### src/sv/cqp_pkg.sv
`default_nettype none
package cqp_pkg;

  localparam int QUEUE_DEPTH = 1024;
  localparam int IDX_W       = 10;
  localparam int SIZE_W      = 11;
  localparam int CNT_W       = 16;
  localparam int THR_W       = 8;
  localparam int TIME_W      = 16;
  localparam int HEAD_W      = 16;
  localparam int ADDR_W      = 5;
  localparam int DATA_W      = 32;

  localparam logic [SIZE_W-1:0] SIZE_MIN   = SIZE_W'(2);
  localparam logic [SIZE_W-1:0] SIZE_MAX   = SIZE_W'(QUEUE_DEPTH);
  localparam logic [SIZE_W-1:0] SIZE_RESET = SIZE_W'(1024);

  localparam logic RES_OK      = 1'b0;
  localparam logic RES_INVALID = 1'b1;

  typedef enum logic [1:0] {
    REQ_POST = 2'd0,
    REQ_HEAD = 2'd1,
    REQ_TICK = 2'd2,
    REQ_POLL = 2'd3
  } req_t;

  typedef enum logic [2:0] {
    REG_QEN  = 3'd0,
    REG_IEN  = 3'd1,
    REG_SIZE = 3'd2,
    REG_THR  = 3'd3,
    REG_TIME = 3'd4
  } reg_idx_t;

  typedef struct packed {
    logic              qen;
    logic              ien;
    logic [SIZE_W-1:0] size;
    logic [THR_W-1:0]  thr;
    logic [TIME_W-1:0] tmo;
    logic              init;
  } cfg_t;

  typedef struct packed {
    logic load;
    req_t op;
  } dp_cmd_t;

endpackage
`default_nettype wire

### src/sv/completion_queue_poster.sv
// timing: a result word appears in the cycle after its request word is accepted
// throughput: one word per cycle while results are taken; the output register
//   holds a stalled result and the input stalls only while that result is stalled
// reset: pointers 0, phase 1, pending 0, elapsed ticks saturated, registers at
//   their reset values; no clearing pass, words are taken right after reset
`default_nettype none
module completion_queue_poster (
  input  wire logic                      clk,
  input  wire logic                      rst_n,
  input  wire logic                      psel,
  input  wire logic                      penable,
  input  wire logic                      pwrite,
  input  wire logic [cqp_pkg::ADDR_W-1:0] paddr,
  input  wire logic [cqp_pkg::DATA_W-1:0] pwdata,
  output logic      [cqp_pkg::DATA_W-1:0] prdata,
  output logic                           pready,
  input  wire logic                      in_valid,
  output logic                           in_stall,
  input  wire logic [1:0]                in_req_type,
  input  wire logic [31:0]               in_cmd_specific,
  input  wire logic [31:0]               in_reserved_word,
  input  wire logic [15:0]               in_sq_head_ptr,
  input  wire logic [15:0]               in_sq_ident,
  input  wire logic [15:0]               in_command_id,
  input  wire logic [15:0]               in_status_field,
  input  wire logic [15:0]               in_doorbell_head,
  output logic                           out_valid,
  input  wire logic                      out_stall,
  output logic                           out_result_code,
  output logic                           out_entry_write,
  output logic      [9:0]                out_slot_index,
  output logic      [31:0]               out_cmd_specific,
  output logic      [31:0]               out_reserved,
  output logic      [15:0]               out_sq_head,
  output logic      [15:0]               out_sq_ident,
  output logic      [15:0]               out_command_id,
  output logic      [15:0]               out_status,
  output logic                           out_interrupt_fire
);
  import cqp_pkg::*;

  cfg_t    cfg;
  dp_cmd_t dp_cmd;

  cqp_regs u_regs (
    .clk     (clk),
    .rst_n   (rst_n),
    .psel    (psel),
    .penable (penable),
    .pwrite  (pwrite),
    .paddr   (paddr),
    .pwdata  (pwdata),
    .prdata  (prdata),
    .pready  (pready),
    .cfg     (cfg)
  );

  cqp_ctrl u_ctrl (
    .clk         (clk),
    .rst_n       (rst_n),
    .in_valid    (in_valid),
    .in_req_type (in_req_type),
    .out_stall   (out_stall),
    .in_stall    (in_stall),
    .out_valid   (out_valid),
    .dp_cmd      (dp_cmd)
  );

  cqp_dpath u_dpath (
    .clk                (clk),
    .rst_n              (rst_n),
    .cfg                (cfg),
    .dp_cmd             (dp_cmd),
    .in_cmd_specific    (in_cmd_specific),
    .in_reserved_word   (in_reserved_word),
    .in_sq_head_ptr     (in_sq_head_ptr),
    .in_sq_ident        (in_sq_ident),
    .in_command_id      (in_command_id),
    .in_status_field    (in_status_field),
    .in_doorbell_head   (in_doorbell_head),
    .out_result_code    (out_result_code),
    .out_entry_write    (out_entry_write),
    .out_slot_index     (out_slot_index),
    .out_cmd_specific   (out_cmd_specific),
    .out_reserved       (out_reserved),
    .out_sq_head        (out_sq_head),
    .out_sq_ident       (out_sq_ident),
    .out_command_id     (out_command_id),
    .out_status         (out_status),
    .out_interrupt_fire (out_interrupt_fire)
  );

endmodule
`default_nettype wire

### src/sv/cqp_regs.sv
`default_nettype none
module cqp_regs (
  input  wire logic                      clk,
  input  wire logic                      rst_n,
  input  wire logic                      psel,
  input  wire logic                      penable,
  input  wire logic                      pwrite,
  input  wire logic [cqp_pkg::ADDR_W-1:0] paddr,
  input  wire logic [cqp_pkg::DATA_W-1:0] pwdata,
  output logic      [cqp_pkg::DATA_W-1:0] prdata,
  output logic                           pready,
  output cqp_pkg::cfg_t                  cfg
);
  import cqp_pkg::*;

  logic              qen_r;
  logic              ien_r;
  logic [SIZE_W-1:0] size_r;
  logic [THR_W-1:0]  thr_r;
  logic [TIME_W-1:0] tmo_r;
  logic              qen_rise;
  logic              wr;
  reg_idx_t          idx;

  assign pready   = 1'b1;
  assign wr       = psel && penable && pwrite;
  assign idx      = reg_idx_t'(paddr[ADDR_W-1:2]);
  assign qen_rise = wr && (idx == REG_QEN) && pwdata[0] && !qen_r;

  always_ff @(posedge clk) begin
    if (!rst_n) begin
      qen_r  <= 1'b0;
      ien_r  <= 1'b0;
      size_r <= SIZE_RESET;
      thr_r  <= '0;
      tmo_r  <= '0;
    end else begin
      if (wr) begin
        unique case (idx)
          REG_QEN:  qen_r  <= pwdata[0];
          REG_IEN:  ien_r  <= pwdata[0];
          REG_SIZE: size_r <= pwdata[SIZE_W-1:0];
          REG_THR:  thr_r  <= pwdata[THR_W-1:0];
          REG_TIME: tmo_r  <= pwdata[TIME_W-1:0];
          default: ;
        endcase
      end
    end
  end

  always_comb begin
    prdata = '0;
    unique case (idx)
      REG_QEN:  prdata = DATA_W'(qen_r);
      REG_IEN:  prdata = DATA_W'(ien_r);
      REG_SIZE: prdata = DATA_W'(size_r);
      REG_THR:  prdata = DATA_W'(thr_r);
      REG_TIME: prdata = DATA_W'(tmo_r);
      default:  prdata = '0;
    endcase
  end

  // init clears the queue at the same edge as the enabling write
  assign cfg = '{qen: qen_r, ien: ien_r, size: size_r, thr: thr_r, tmo: tmo_r,
                 init: qen_rise};

endmodule
`default_nettype wire

### src/sv/cqp_ctrl.sv
`default_nettype none
module cqp_ctrl (
  input  wire logic       clk,
  input  wire logic       rst_n,
  input  wire logic       in_valid,
  input  wire logic [1:0] in_req_type,
  input  wire logic       out_stall,
  output logic            in_stall,
  output logic            out_valid,
  output cqp_pkg::dp_cmd_t dp_cmd
);
  import cqp_pkg::*;

  typedef enum logic {
    S_EMPTY,
    S_FULL
  } state_t;

  state_t state_r;
  state_t state_nxt;
  logic   accept;

  assign in_stall  = (state_r == S_FULL) && out_stall;
  assign accept    = in_valid && !in_stall;
  assign out_valid = (state_r == S_FULL);
  assign dp_cmd    = '{load: accept, op: req_t'(in_req_type)};

  always_comb begin
    state_nxt = state_r;
    priority if (accept) begin
      state_nxt = S_FULL;
    end else if (!out_stall) begin
      state_nxt = S_EMPTY;
    end
  end

  always_ff @(posedge clk) begin
    if (!rst_n) begin
      state_r <= S_EMPTY;
    end else begin
      state_r <= state_nxt;
    end
  end

endmodule
`default_nettype wire

### src/sv/cqp_dpath.sv
`default_nettype none
module cqp_dpath (
  input  wire logic                      clk,
  input  wire logic                      rst_n,
  input  wire cqp_pkg::cfg_t             cfg,
  input  wire cqp_pkg::dp_cmd_t          dp_cmd,
  input  wire logic [31:0]               in_cmd_specific,
  input  wire logic [31:0]               in_reserved_word,
  input  wire logic [15:0]               in_sq_head_ptr,
  input  wire logic [15:0]               in_sq_ident,
  input  wire logic [15:0]               in_command_id,
  input  wire logic [15:0]               in_status_field,
  input  wire logic [cqp_pkg::HEAD_W-1:0] in_doorbell_head,
  output logic                           out_result_code,
  output logic                           out_entry_write,
  output logic      [cqp_pkg::IDX_W-1:0]  out_slot_index,
  output logic      [31:0]               out_cmd_specific,
  output logic      [31:0]               out_reserved,
  output logic      [15:0]               out_sq_head,
  output logic      [15:0]               out_sq_ident,
  output logic      [15:0]               out_command_id,
  output logic      [15:0]               out_status,
  output logic                           out_interrupt_fire
);
  import cqp_pkg::*;

  logic [IDX_W-1:0]  head_r, head_nxt;
  logic [IDX_W-1:0]  tail_r, tail_nxt;
  logic              phase_r, phase_nxt;
  logic [CNT_W-1:0]  pend_r, pend_nxt;
  logic [CNT_W-1:0]  elap_r, elap_nxt;

  logic              code_nxt;
  logic              ewr_nxt;
  logic              fire_nxt;
  logic [SIZE_W-1:0] eff_size;
  logic [SIZE_W-1:0] tail_inc;
  logic              wrap;
  logic              head_bad;
  logic              fire;

  always_comb begin
    eff_size = cfg.size;
    if (cfg.size < SIZE_MIN) eff_size = SIZE_MIN;
    if (cfg.size > SIZE_MAX) eff_size = SIZE_MAX;
  end

  assign tail_inc = SIZE_W'(tail_r) + SIZE_W'(1);
  assign wrap     = tail_inc >= eff_size;
  assign head_bad = in_doorbell_head >= HEAD_W'(eff_size);

  always_comb begin
    fire = cfg.ien && (head_r != tail_r);
    if ((cfg.thr != '0) && (pend_r < CNT_W'(cfg.thr))) fire = 1'b0;
    if ((cfg.tmo != '0) && (elap_r < cfg.tmo)) fire = 1'b0;
  end

  always_comb begin
    head_nxt  = head_r;
    tail_nxt  = tail_r;
    phase_nxt = phase_r;
    pend_nxt  = pend_r;
    elap_nxt  = elap_r;
    code_nxt  = RES_OK;
    ewr_nxt   = 1'b0;
    fire_nxt  = 1'b0;
    if (dp_cmd.op == REQ_TICK) begin
      if (elap_r != '1) elap_nxt = elap_r + CNT_W'(1);
    end else if (!cfg.qen) begin
      code_nxt = RES_INVALID;
    end else begin
      unique case (dp_cmd.op)
        REQ_POST: begin
          ewr_nxt = 1'b1;
          if (wrap) begin
            tail_nxt  = '0;
            phase_nxt = !phase_r;
          end else begin
            tail_nxt = tail_inc[IDX_W-1:0];
          end
          if (cfg.ien && (pend_r != '1)) pend_nxt = pend_r + CNT_W'(1);
        end
        REQ_HEAD: begin
          if (head_bad) code_nxt = RES_INVALID;
          else head_nxt = in_doorbell_head[IDX_W-1:0];
        end
        REQ_POLL: begin
          if (fire) begin
            fire_nxt = 1'b1;
            pend_nxt = '0;
            elap_nxt = '0;
          end
        end
        default: ;
      endcase
    end
  end

  always_ff @(posedge clk) begin
    if (!rst_n || cfg.init) begin
      head_r  <= '0;
      tail_r  <= '0;
      phase_r <= 1'b1;
      pend_r  <= '0;
      elap_r  <= '1;
    end else if (dp_cmd.load) begin
      head_r  <= head_nxt;
      tail_r  <= tail_nxt;
      phase_r <= phase_nxt;
      pend_r  <= pend_nxt;
      elap_r  <= elap_nxt;
    end
  end

  // output word, zeroed entry fields unless a post was stored
  always_ff @(posedge clk) begin
    if (dp_cmd.load) begin
      out_result_code    <= code_nxt;
      out_entry_write    <= ewr_nxt;
      out_interrupt_fire <= fire_nxt;
      out_slot_index     <= ewr_nxt ? tail_r : '0;
      out_cmd_specific   <= ewr_nxt ? in_cmd_specific : '0;
      out_reserved       <= ewr_nxt ? in_reserved_word : '0;
      out_sq_head        <= ewr_nxt ? in_sq_head_ptr : '0;
      out_sq_ident       <= ewr_nxt ? in_sq_ident : '0;
      out_command_id     <= ewr_nxt ? in_command_id : '0;
      out_status         <= ewr_nxt ? {in_status_field[15:1], phase_r} : '0;
    end
  end

endmodule
`default_nettype wire

### config.mk
export PLATFORM = sky130hd
export DESIGN_NAME = completion_queue_poster
export DESIGN_NICKNAME = d
export VERILOG_FILES = /design/src/sv/cqp_pkg.sv /design/src/sv/completion_queue_poster.sv /design/src/sv/cqp_regs.sv /design/src/sv/cqp_ctrl.sv /design/src/sv/cqp_dpath.sv
export SDC_FILE = /design/constraint.sdc
export NUM_CORES = 1
export LEC_CHECK = 0
export ABC_AREA = 1
export BUFFER_PORTS_ARGS = -buffer_cell sky130_fd_sc_hd__buf_2
export CORE_MARGIN = 2
export CORE_UTILIZATION = 52
export CTS_CLUSTER_DIAMETER = 30
export DETAILED_ROUTE_END_ITERATION = 6
export PLACE_DENSITY = 0.81
export RECOVER_POWER = 100
export SLEW_MARGIN = 30
export SYNTH_ARGS = -nofsm -noshare
export SYNTH_HDL_FRONTEND = slang
export SYNTH_SLANG_ARGS = --single-unit
### constraint.sdc
create_clock -name clk -period 12.06 [get_ports clk]
set_clock_uncertainty 0.15 [all_clocks]
set_input_delay 2.412 -clock clk [delete_from_list [all_inputs] [get_ports clk]]
set_output_delay 2.412 -clock clk [all_outputs]
set_load 0.005 [all_outputs]
[Word level (Yosys, flattened, before mapping)]
Cells that the tools add are included.
Storage, ports and cells
  register bits: 232
  output and inout bits: 176
Operators by class
  bitwise logic cells: 4
  equal/unequal tests: 14
  order comparisons: 6
  reductions and logical operators: 35
  muxes and demuxes: 22
  $add $sub $neg: 3
Operator list (count)
  two-way mux 16 bit: 6
  one-hot mux 16 bit (5 select lines): 1
  adder 16 x 1 -> 16 bit (second input constant): 2
  != test 16 bit (second input constant): 2
  one-hot mux 16 bit (2 select lines): 1
  two-way mux 11 bit: 2
  greater-or-equal comparator 16 x 11 -> 1 bit: 1
  less-than comparator 16 bit: 1
  less-than comparator 16 x 8 -> 1 bit: 1
  nonzero test 16 bit: 1
  AND reduction 5 bit: 3
  adder 10 x 1 -> 11 bit (second input constant): 1
  greater-or-equal comparator 11 bit: 1
  greater-than comparator 11 bit (second input constant): 1
  logical AND 1 bit: 11
  less-than comparator 11 x 2 -> 1 bit (second input constant): 1
  two-way mux 1 bit: 11
  two-way mux 10 bit: 1
  != test 10 bit: 1
  AND reduction 2 bit: 5
  nonzero test 2 bit: 4
  nonzero test 8 bit: 1
  == test 3 x 2 -> 1 bit (second input constant): 2
  != test 2 x 1 -> 1 bit (second input constant): 3
  other kinds (13): 20

[Depth between registers and ports, before layout]
  depth after elaboration: 8
  gate-level depth with buffers: 18
  depth with buffers taken out: 17

[Modules after synthesis]
Synthesis repeated with hierarchy kept, for this count alone.
Second synthesis, totals
  cells, all modules: 1448
  area total of the unflattened synthesis: 11792.6 µm²
Modules (own cells, without submodules)
  cqp_dpath: area each 9744.3 µm², cells an instance 1136, times used 1
  cqp_regs: area each 1973.1 µm², cells an instance 302, times used 1
  cqp_ctrl: area each 75.1 µm², cells an instance 10, times used 1

[Worst setup path after synthesis]
OpenSTA, ideal clock, no wires.
  path kind: input -> register
  from: input out_stall
  to: register u_dpath.head_r[0]
  cell stages on the path: 10
  arrival: 10.641 ns
  setup time: 0.116 ns
  buffers on the path: 1
  required time: 11.794 ns
  path slack: 1.153 ns
  cell sequence: nand2_1 -> inv_1 -> nor2_1 -> inv_1 -> nor2_8 -> nand2_1 -> or2_1 -> clkbuf_1 -> o21ai_0 -> nor2_1
On the way
  cells in the longest elaborated chain, start to end: 4
RTL lines
  start: declaration: line completion_queue_poster.sv:28  | input wire logic out_stall,
  logical AND 1 bit: line cqp_ctrl.sv:23  | assign in_stall = (state_r == S_FULL) && out_stall;
  named net in_stall: line completion_queue_poster.sv:18  | output logic in_stall,
  logical NOT 1 bit: line cqp_ctrl.sv:24  | assign accept = in_valid && !in_stall;
  logical AND 1 bit: line cqp_ctrl.sv:24
  named net u_ctrl.accept: line cqp_ctrl.sv:21  | logic accept;
  AND reduction 5 bit (no source line)
  end signal: assignment: line cqp_dpath.sv:107  | head_r <= head_nxt;
  end: declaration: line cqp_dpath.sv:27  | logic [IDX_W-1:0] head_r, head_nxt;
The timed path passes the listed nets, and every way through them passes these cells.
A chain may end at the register's enable or synchronous reset.

[Worst setup path in the final report]
  from: input out_stall
  to: register u_dpath.out_command_id[6], enable pin
On the way
  cells in the longest elaborated chain, start to end: 3
RTL lines
  logical AND 1 bit: line cqp_ctrl.sv:23
  logical NOT 1 bit: line cqp_ctrl.sv:24
  logical AND 1 bit: line cqp_ctrl.sv:24
  named net u_ctrl.accept: line cqp_ctrl.sv:21
  end signal: assignment: line cqp_dpath.sv:126  | out_command_id <= ewr_nxt ? in_command_id : '0;
  end: declaration: line cqp_dpath.sv:21  | output logic [15:0] out_command_id,
The timed path passes the listed nets, and every way through them passes these cells.

==> results.yml <==
sta:
  worst_pin_slew_ns: 4.64
  maxSlewHeadroom_pct: -209
  slew_violations: 257
  layout_min_cycle_time_ns: 8.53
  finalSetupTns_ns: 0
  fin_crit_sh_pct: 70.7
  rsz0062_at_grt: "false"
  hold_viol_final: 0
  max_freq_mhz: 117
  setup_viol_count_final: 0
  hold-worst-slack_ns: 0.330
clocking:
  clockBufferDepth: 3
  post-cts-setup-buffer-count: 0
  clkTransAtPathRegs_ns: 0.05
  h-tree-depth: 2
  clkLatencyLatePin_ns: 0.53
  cts_hold_buf: 0
  cts_tree: "built"
  cts_root_buf: "clkbuf_16"
  numCtsBuffers: 47
  cts.sinks: 232
  cts_resized: 0
floorplanning:
  io_pins: 366
  rows: 54
  dieArea_mm2: 0.0232
  initial_core_util_pct: 52.6
  core_mm2: 0.0217
  die_x_um: 152
  die_height_um: 152
routing:
  wirelength_um: 32800
  drt-pass1-iter-count: 5
  viasPerCell: 5.14
  ant_nets: 0
  wl_per_cell_um: 16.5
  drc: 0
  via_count: 10226
  drtIter0Drc: 758
worst_setup_path:
  crit_chain: "buf_2 > nand2_1 > inv_1 > nor2_4 > clkbuf_1 > clkbuf_1"
  crit_slowest_cell: "clkbuf_1"
  cp_max_fo: 72
  cpMostUsedCell: "clkbuf_1"
  slowest_delay_ns: 2.79
  crit_type: "in -> reg"
  worstPathArrival_ns: 8.43
  startpoint_type: "input port"
  end_kind: "flip-flop"
  cp.required_ns: 11.96
status:
  violations: "capacitance limit, slew limit"
  status: "finished, violations left"
global_route:
  grt_pass1_wl_um: 51200
  grt_util_all_layers_pct: 27.5
  grt_pass1_vias: 9884
  grt_max_degree: 112
  overflow: 0
  antenna_found_initial: 5
cells_and_area:
  drive_above_1_share_pct: 18.5
  layout_common_cells: "nor2_1 (247), inv_1 (235), buf_2 (202)"
  final_nets: 1905
  final_common_cell: "nor2_1"
  syn_to_final_growth_pct: 27.8
  fill_cells: 1790
synthesis:
  synth-seq-cells: 232
  yosysWarnings: 0
  synth_cell_types: 48
  syn-cell-area_mm2: 0.0114
  avgSynthCellArea_um2: 8.57
  synth_seq_area_share_pct: 53.0
  synth_cells: 1332
worst_hold_path:
  hold_path.class: "reg -> reg"
power:
  p_per_area_mw_per_mm2: 157
  leakage_nw: 6.79
  irDropWorstVdd_mv: 0.141
placement:
  portBuffers: 329
  dp_hpwl_um: 23000
  place.gp.congestion: 0.896
job:
  cap_viol_max_count: 3
==> Yosys cell counts (all sizes together) <==
cell,instances,share of area (%)
a211oi,1,0.066
a21o,1,0.066
a21oi,74,3.3
a221oi,1,0.077
a22oi,4,0.26
a31o,1,0.077
a31oi,1,0.055
and3,1,0.055
buf,29,1.8
clkbuf,31,1.0
conb,2,0.066
dfxtp,91,16
edfxtp,141,37
ha,47,5.2
inv,239,7.9
nand2,186,6.4
nand3,65,2.9
nand3b,4,0.26
nand4,22,1.3
nor2,252,8.5
nor3,23,1.3
nor3b,3,0.20
nor4,6,0.33
o2111a,1,0.099
o211ai,10,0.66
o21a,2,0.13
o21ai,64,2.8
o221ai,3,0.23
o22ai,3,0.16
o311ai,1,0.23
or2,3,0.16
xnor2,2,0.15
xor2,18,1.4
==> through the flow <==
stage / util, % / setup WS [ns] / instance area (µm²) / total power, mW / std cells
after floorplan: - / 1.15 / 11500 / 0.957 / 1347
after global placement: 60.8 / 5.78 / 13200 / 1.02 / 1899
after detailed placement: 60.8 / 5.79 / 13200 / 1.02 / 1899
after CTS: 68.2 / 5.77 / 14800 / 2.32 / 1986
after global routing: 67.3 / 3.00 / 14600 / 2.37 / 1989
final: 67.3 / 3.53 / 14600 / 2.29 / 1990
==> registers in the layout (all words and copies together) (netlist names), 10 cells and up <==
name	cells
u_dpath.out_reserved	32
u_regs.tmo_r	16
u_dpath.tail_r	10
u_dpath.out_cmd_specific	32
u_dpath.pend_r	16
u_dpath.out_status	16
u_dpath.out_command_id	16
u_dpath.out_slot_index	10
u_dpath.elap_r	16
u_dpath.out_sq_head	16
u_regs.size_r	11
u_dpath.out_sq_ident	16
u_dpath.head_r	10
==> routing by layer <==
metal | global-route usage [%] | vias up | wire length [µm] | part of all wire (%)
met5 | 0 | - | 16 | 0.049
met4 | 14.6 | 2 | 1790 | 5.4
met3 | 5.60 | 109 | 2350 | 7.2
met2 | 48.1 | 463 | 16400 | 50
met1 | 31.8 | 4676 | 12300 | 37
li1 | - | 4976 | - | -
==> cell families (layout without fill, tap and decap cells) <==
logic type / count (synthesis) / in the layout / share of synthesized area [%]
XOR/XNOR: 20 / 20 / 1.53
AO/OA/AOI/OAI: 167 / 167 / 8.20
buffers and inverters: 299 / 658 / 10.7
other: 2 / 21 / 0.0658
AND/OR/NAND/NOR: 565 / 565 / 21.3
adder cells (fa/ha/maj): 47 / 47 / 5.15
flip-flops: 232 / 232 / 53.0
==> critical path: cells and delay by family <==
family,cells,cell delay (ns)
buffers and inverters,4,5.73
and+or+nand+nor,2,0.15
==> final cells by class <==
class	count	area, µm²	area share [%]
clock buffer	54	1260	8.66
timing repair buffer	332	1510	10.3
tap	280	350	2.40
antenna	4	10.0	0.0686
sequential	232	6060	41.5
clock inverter	33	352	2.41
multi-input combinational	816	4160	28.5
inverter	239	898	6.16
==> final timing paths <==
path | start | depth (start not counted) | endpoint | slack [ns]
setup / recovery | out_stall | 6 | u_dpath.out_command_id[6] | 3.53
hold / removal | u_dpath.phase_r | 2 | u_dpath.phase_r | 0.33
setup reg to reg | u_ctrl.out_valid | 5 | u_dpath.out_command_id[6] | 5.21
hold reg to reg | u_dpath.phase_r | 2 | u_dpath.phase_r | 0.33
==> report_power, final <==
group / internal, mW / switching [mW] / total (mW)
logic: 0.0474 / 0.0806 / 0.128
registers: 0.868 / 0.00878 / 0.877
clock network: 0.833 / 0.456 / 1.29
(Power assumes the default switching activity.)
